File: src/rtl/core/tmru_pkg.sv
// Package for the tournament tree block: tree sizes, index widths and the
// minimum strength. No dependencies.
`timescale 1ns / 1ps

package tmru_pkg;

  localparam int LEAF_COUNT  = 64;
  localparam int TREE_HEIGHT = 6;
  localparam int NODE_COUNT  = 2 * LEAF_COUNT - 1;

  localparam int NODE_W  = $clog2(NODE_COUNT);
  localparam int LEAF_W  = $clog2(LEAF_COUNT);
  localparam int FILL_W  = $clog2(LEAF_COUNT + 1);
  localparam int LEVEL_W = $clog2(TREE_HEIGHT + 1);
  localparam int DATA_W  = 32;

  localparam logic signed [DATA_W-1:0] INT_MIN = {1'b1, {(DATA_W-1){1'b0}}};

  typedef enum logic [1:0] {
    ST_IDLE,
    ST_BUILD,
    ST_WALK,
    ST_DONE
  } state_t;

endpackage

File: src/rtl/core/tournament_max_and_runner_up.sv
// A request without last is taken while busy stays low, so such requests can follow back to
// back. A request with last builds the tree, one inner node a cycle through the two-read-port
// node memory, then walks the root path, one level a cycle; done then goes high and the next
// request is taken in the cycle after done. Results cannot be stalled.
// Reset (rst, synchronous): empty tree, no fill, no overflow. Uses tmru_pkg.
`timescale 1ns / 1ps

module tournament_max_and_runner_up (
  input  logic                                   clk,
  input  logic                                   rst,
  input  logic                                   start,
  output logic                                   busy,
  input  logic signed [tmru_pkg::DATA_W-1:0]     strength,
  input  logic                                   last,
  output logic                                   done,
  output logic signed [tmru_pkg::DATA_W-1:0]     winner,
  output logic signed [tmru_pkg::DATA_W-1:0]     runner_up,
  output logic                                   overflow
);

  localparam int NW = tmru_pkg::NODE_W;
  localparam int LW = tmru_pkg::LEAF_W;
  localparam int FW = tmru_pkg::FILL_W;
  localparam int HW = tmru_pkg::LEVEL_W;
  localparam int DW = tmru_pkg::DATA_W;

  localparam logic [NW-1:0] FIRST_LEAF = NW'(tmru_pkg::LEAF_COUNT - 1);
  localparam logic [NW-1:0] LAST_INNER = NW'(tmru_pkg::LEAF_COUNT - 2);
  localparam logic [FW-1:0] FILL_FULL  = FW'(tmru_pkg::LEAF_COUNT);
  localparam logic [HW-1:0] LAST_LEVEL = HW'(tmru_pkg::TREE_HEIGHT - 1);

  function automatic logic [NW-1:0] left_child(input logic [NW-1:0] idx);
    return {idx[NW-2:0], 1'b1};
  endfunction

  function automatic logic signed [DW-1:0] larger(input logic signed [DW-1:0] a,
                                                   input logic signed [DW-1:0] b);
    return (a > b) ? a : b;
  endfunction

  tmru_pkg::state_t state, state_next;

  logic signed [DW-1:0] mem [tmru_pkg::NODE_COUNT];
  logic signed [DW-1:0] rd_a, rd_b;

  logic                 we;
  logic [NW-1:0]        waddr;
  logic signed [DW-1:0] wdata;
  logic [NW-1:0]        raddr_a, raddr_b;

  logic [FW-1:0]        fill_count, fill_count_next;
  logic                 ovf_seen, ovf_seen_next;
  logic [NW-1:0]        bi, bi_next;
  logic                 iss_done, iss_done_next;
  logic                 rvalid, rvalid_next;
  logic [NW-1:0]        node_q, node_q_next;
  logic [NW-1:0]        widx, widx_next;
  logic [HW-1:0]        lvl, lvl_next;
  logic signed [DW-1:0] win, win_next;
  logic signed [DW-1:0] second, second_next;
  logic [NW-1:0]        ra_a, ra_b;
  logic                 fwd_a, fwd_b;
  logic signed [DW-1:0] fwd_data;

  logic                 leaf_a, leaf_b;
  logic [LW-1:0]        pos_a, pos_b;
  logic signed [DW-1:0] val_a, val_b, node_max;
  logic [NW-1:0]        rd_idx, idx_new;

  // resolve read data: forwarded write, unfilled leaf, or memory
  always_comb begin
    leaf_a   = ra_a >= FIRST_LEAF;
    leaf_b   = ra_b >= FIRST_LEAF;
    pos_a    = LW'(ra_a - FIRST_LEAF);
    pos_b    = LW'(ra_b - FIRST_LEAF);
    if (fwd_a) begin
      val_a = fwd_data;
    end else if (leaf_a && ({1'b0, pos_a} >= fill_count)) begin
      val_a = tmru_pkg::INT_MIN;
    end else begin
      val_a = rd_a;
    end
    if (fwd_b) begin
      val_b = fwd_data;
    end else if (leaf_b && ({1'b0, pos_b} >= fill_count)) begin
      val_b = tmru_pkg::INT_MIN;
    end else begin
      val_b = rd_b;
    end
    node_max = larger(val_a, val_b);
  end

  always_comb begin
    state_next      = state;
    fill_count_next = fill_count;
    ovf_seen_next   = ovf_seen;
    bi_next         = bi;
    iss_done_next   = iss_done;
    rvalid_next     = rvalid;
    node_q_next     = node_q;
    widx_next       = widx;
    lvl_next        = lvl;
    win_next        = win;
    second_next     = second;
    we              = 1'b0;
    waddr           = FIRST_LEAF + NW'(fill_count);
    wdata           = strength;
    rd_idx          = bi;
    idx_new         = ra_b;
    unique case (state)
      tmru_pkg::ST_IDLE: begin
        if (start) begin
          if (fill_count < FILL_FULL) begin
            we              = 1'b1;
            fill_count_next = fill_count + FW'(1);
          end else begin
            ovf_seen_next = 1'b1;
          end
          if (last) begin
            state_next    = tmru_pkg::ST_BUILD;
            bi_next       = LAST_INNER;
            iss_done_next = 1'b0;
            rvalid_next   = 1'b0;
          end
        end
      end
      tmru_pkg::ST_BUILD: begin
        if (rvalid) begin
          we    = 1'b1;
          waddr = node_q;
          wdata = node_max;
          if (node_q == '0) begin
            win_next    = node_max;
            second_next = tmru_pkg::INT_MIN;
            widx_next   = '0;
            lvl_next    = '0;
            state_next  = tmru_pkg::ST_WALK;
          end
        end
        rvalid_next = !iss_done;
        if (!iss_done) begin
          node_q_next = bi;
          if (bi == '0) begin
            iss_done_next = 1'b1;
          end else begin
            bi_next = bi - NW'(1);
          end
        end
      end
      tmru_pkg::ST_WALK: begin
        if (!rvalid) begin
          rd_idx      = widx;
          rvalid_next = 1'b1;
        end else begin
          if (val_a == win) begin
            second_next = larger(second, val_b);
            idx_new     = ra_a;
          end else begin
            second_next = larger(second, val_a);
            idx_new     = ra_b;
          end
          lvl_next  = lvl + HW'(1);
          widx_next = idx_new;
          rd_idx    = idx_new;
          if ((lvl == LAST_LEVEL) || (idx_new >= FIRST_LEAF)) begin
            rvalid_next = 1'b0;
            state_next  = tmru_pkg::ST_DONE;
          end
        end
      end
      tmru_pkg::ST_DONE: begin
        fill_count_next = '0;
        ovf_seen_next   = 1'b0;
        state_next      = tmru_pkg::ST_IDLE;
      end
      default: begin
        state_next = tmru_pkg::ST_IDLE;
      end
    endcase
    raddr_a = left_child(rd_idx);
    raddr_b = left_child(rd_idx) + NW'(1);
  end

  always_ff @(posedge clk) begin
    if (rst) begin
      state <= tmru_pkg::ST_IDLE;
    end else begin
      state <= state_next;
    end
  end

  always_ff @(posedge clk) begin
    if (rst) begin
      fill_count <= '0;
      ovf_seen   <= 1'b0;
      iss_done   <= 1'b0;
      rvalid     <= 1'b0;
    end else begin
      fill_count <= fill_count_next;
      ovf_seen   <= ovf_seen_next;
      iss_done   <= iss_done_next;
      rvalid     <= rvalid_next;
    end
  end

  always_ff @(posedge clk) begin
    bi       <= bi_next;
    node_q   <= node_q_next;
    widx     <= widx_next;
    lvl      <= lvl_next;
    win      <= win_next;
    second   <= second_next;
    ra_a     <= raddr_a;
    ra_b     <= raddr_b;
    fwd_a    <= we && (waddr == raddr_a);
    fwd_b    <= we && (waddr == raddr_b);
    fwd_data <= wdata;
  end

  // node memory, read-before-write, one write and two read ports
  always_ff @(posedge clk) begin
    if (we) begin
      mem[waddr] <= wdata;
    end
    rd_a <= mem[raddr_a];
    rd_b <= mem[raddr_b];
  end

  assign busy      = state != tmru_pkg::ST_IDLE;
  assign done      = state == tmru_pkg::ST_DONE;
  assign winner    = win;
  assign runner_up = second;
  assign overflow  = ovf_seen;

endmodule

File: config.mk
export PLATFORM = sky130hd
export DESIGN_NAME = tournament_max_and_runner_up
export DESIGN_NICKNAME = d
export VERILOG_FILES = /design/src/rtl/core/tmru_pkg.sv /design/src/rtl/core/tournament_max_and_runner_up.sv
export SDC_FILE = /design/constraint.sdc
export NUM_CORES = 2
export LEC_CHECK = 0
export BUFFER_PORTS_ARGS = -buffer_cell sky130_fd_sc_hd__buf_2
export CORE_MARGIN = 3
export CORE_UTILIZATION = 40
export DETAILED_ROUTE_END_ITERATION = 10
export GPL_ROUTABILITY_DRIVEN = 1
export SYNTH_ARGS = -nofsm -noshare
export SYNTH_HDL_FRONTEND = slang
export SYNTH_SLANG_ARGS = --single-unit
File: constraint.sdc
create_clock -name clk -period 7.25 [get_ports clk]
set_input_delay 0.3625 -clock clk [delete_from_list [all_inputs] [get_ports clk]]
set_output_delay 0.3625 -clock clk [all_outputs]
set_load 0.02 [all_outputs]
==> flow_summary.json <==
{
  "die_w_um": 654.4,
  "num_rows": 237,
  "crit_buf_inv": 3,
  "async_reset_ff_share_pct": 0,
  "clock-sinks": 4273,
  "synth_cell_type_count": 92,
  "io_buffers": 102,
  "post-route-min-period_ns": 6.931,
  "fin_nets": 10150,
  "cts_root_buffer": "clkbuf_16",
  "setup_viol": 0,
  "synth_ff_type": "edfxtp_1",
  "firstDrtPassIters": 6,
  "viasPerCell": 6.151,
  "die_y_um": 654.4,
  "postCtsSetupRepairBufs": 0,
  "path_max_fanout": 16,
  "ir_drop_uv": 465.5,
  "grt_pass1_wl_mm": 774.7,
  "slew-limit-headroom_pct": 9.454,
  "synth_area_leaders": "edfxtp_1 74%, mux4_2 10%, nand2_1 2.4%",
  "p_leak_nw": 63.35,
  "critical_path.startpoint_type": "flop",
  "overflow": 0,
  "crit_required_ns": 8.07,
  "grt_max_degree": 94,
  "fin_skew_ns": 0.05532,
  "fp.coreArea_mm2": 0.4178,
  "netlist_area_mm2": 0.1682,
  "hpwl_mm": 336.3,
  "clk_latency_ns": 1.01,
  "pin_count": 103,
  "synth_warnings": 0,
  "cap_viol_max_count": 0,
  "ant_nets": 0,
  "cts_tree": "yes",
  "synth_fp_nets": 9554,
  "outcome": "complete, no violations",
  "ys_ff_latch": 4273,
  "drc": 0,
  "drt_wl_total_mm": 564.8,
  "start_util_pct": 40.25,
  "cpPeakStageDelay_ns": 1.03,
  "syn_area_per_cell_um2": 17.87,
  "power.density_mw_per_mm2": 430.0,
  "crit_chain": "ha_1 -> nand3_1 -> xnor2_1 -> ha_1 -> nand3_1 -> a21o_1 -> a21oi_1 -> buf_4 -> nor2_1 -> o21ai_0 -> ha_1 -> nand4_1 -> nor2_1 -> nand2_1 -> or4_1 -> or2_2 -> a311oi_1 -> nor3_1 -> nor3_2 -> buf_4 -> mux2i_1 -> nand2_1 -> nand2_4 -> buf_4",
  "hold_viol_final": 0,
  "wl_per_cell_um": 35.59,
  "grt_antenna_before_repair": 36,
  "numCtsBuffers": 410,
  "synth_top_cell_area_share_pct": 74.12,
  "cp.arrival_ns": 7.75,
  "max_freq_ghz": 0.1443,
  "clkTransAtPathRegs_ns": 0.06,
  "grt_pass1_vias": 95000,
  "dieArea_mm2": 0.4283,
  "layout-drive-gt1-share_pct": 21.73,
  "synth_edf_count": 4151,
  "grt_usage_pct": 26.01,
  "ys_seq_area_share_pct": 75.57,
  "fin_crit_sh_pct": 95.60,
  "syn_inst": 9409,
  "end_kind": "flop",
  "tightestPinTransition_ns": 1.355,
  "fin_tns_setup_ns": 0,
  "cp_top_family": "simple AND/OR/NAND/NOR gates",
  "finalWeightedCongestion": 0.9325,
  "cts_buffer_depth": 4,
  "hp-class": "in2reg",
  "yosys.cell_count.top_type": "edfxtp_1",
  "drt_iter0_markers": 14380,
  "yosysTopAreaCell": "edfxtp_1",
  "power.total_mw": 83.51,
  "h-tree-depth": 5,
  "maxSlewViolCount": 0,
  "via_count": 97630,
  "syn_to_final_growth_pct": 15.48,
  "yosys-top-cells-count": "4151 x edfxtp_1, 1058 x nand2_1, 759 x mux4_2, 676 x nor2_1, 387 x nand3_1",
  "rsz0062_at_grt": "false",
  "worstSetupPathType": "reg2reg",
  "cp_slowest_cell": "o21ai_0"
}
layout by cell type (no fill, tap or decap), drive strengths merged, types with 20 or more instances in the layout:
master,instances
edfxtp,4151
nand2,1059
mux4,759
nor2,681
buf,676
clkbuf,550
nand3,388
mux2i,252
a21oi,180
clkinv,162
o22ai,131
dfxtp,122
ha,109
inv,102
nor3,78
o21ai,78
o211ai,71
a31oi,61
nand4,60
a211oi,54
a22oi,51
xnor2,46
o21a,36
a21o,35
nor4,33
a221oi,33
bufinv,31
nor2b,28
a32oi,27
diode,24
nand2b,22
a311oi,22
and3,22
xor2,20
power by group:
part | internal, mW | switching (mW) | total (mW) | leakage, nW
clock | 12.0 | 9.32 | 21.3 | 6.49
combinational | 12.5 | 20.8 | 33.3 | 18.6
sequential | 28.1 | 0.752 | 28.8 | 38.3
kinds of logic (layout without fill, tap and decap cells):
logic type                 Yosys count  in the layout  share of synthesized area [%]
DFF                               4273           4273                          75.57
adders and majority gates          111            111                         0.8228
buffers and inverters              606           1548                          1.652
xor gates and xnor gates            66             66                         0.3482
AOI/OAI and AO/OA                  916            916                          3.766
other                                0             24                              0
muxes                             1017           1017                          11.70
and+or+nand+nor                   2420           2420                          6.140
tightest hold or removal path: cells and delay by family:
kind / cells / cell delay (ns)
buffers and inverters: 1 / 0.08
and+or+nand+nor: 2 / 0.52
sequential cells by signal, summed over array words and instances (netlist names), 7 cells and up:
signal	flops
rd_a	32
winner	32
fill_count	7
node_q	7
bi	7
mem	4064
rd_b	32
fwd_data	32
runner_up	32
cell type report:
class                           instances  area, um^2
Inverter                               94       394.1
Sequential cell                      4273      127100
Clock inverter                        211        2041
Antenna cell                           24       60.06
Fill cell                           34840      223600
Clock buffer                          550       11240
Timing Repair Buffer                  693        6840
Multi-Input combinational cell       4530       39660
Tap cell                             5497        6878
worst paths after layout:
kind,slack (ns),endpoint,startpoint,depth (start not counted)
worst max-delay path,0.32,mem[104][5]$_DFFE_PP_,ra_a[1]$_DFF_P_,24
worst min-delay path,0.03,fwd_data[17]$_DFF_P_,strength[17],3
worst max register to register,0.32,mem[104][5]$_DFFE_PP_,ra_a[1]$_DFF_P_,24
worst min register to register,0.49,overflow$_SDFFE_PP0P_,overflow$_SDFFE_PP0P_,2
stage by stage:
stage / hold slack, ns / worst slack [ns] / instance area (um^2) / util (%) / cells
after CTS: 0.001749 / 0.3944 / 194100 / 46.47 / 15850
after detailed placement: 0.4797 / 0.4317 / 180700 / 43.25 / 15070
after floorplan: 0.4731 / 0.006665 / 168200 / - / 9409
final: 0.03297 / 0.3187 / 194200 / 46.48 / 15870
after global placement: 0.4739 / 0.2401 / 180700 / 43.24 / 15070
after global routing: 0.03760 / 0.04251 / 194200 / 46.48 / 15860
routing by layer:
layer	track usage, %	wire [um]	share of wire (%)
met1	34.42	208000	37
met3	5.457	60750	11
met5	0	134	0.024
met4	14.10	37310	6.6
met2	40.37	258600	46
timing repair:
item | CTS | global route
gates resized for setup | 0 | 0
hold endpoints to repair | 25 | 0
hold buffers | 17 | 0
Power figures use the tool's default switching activity.
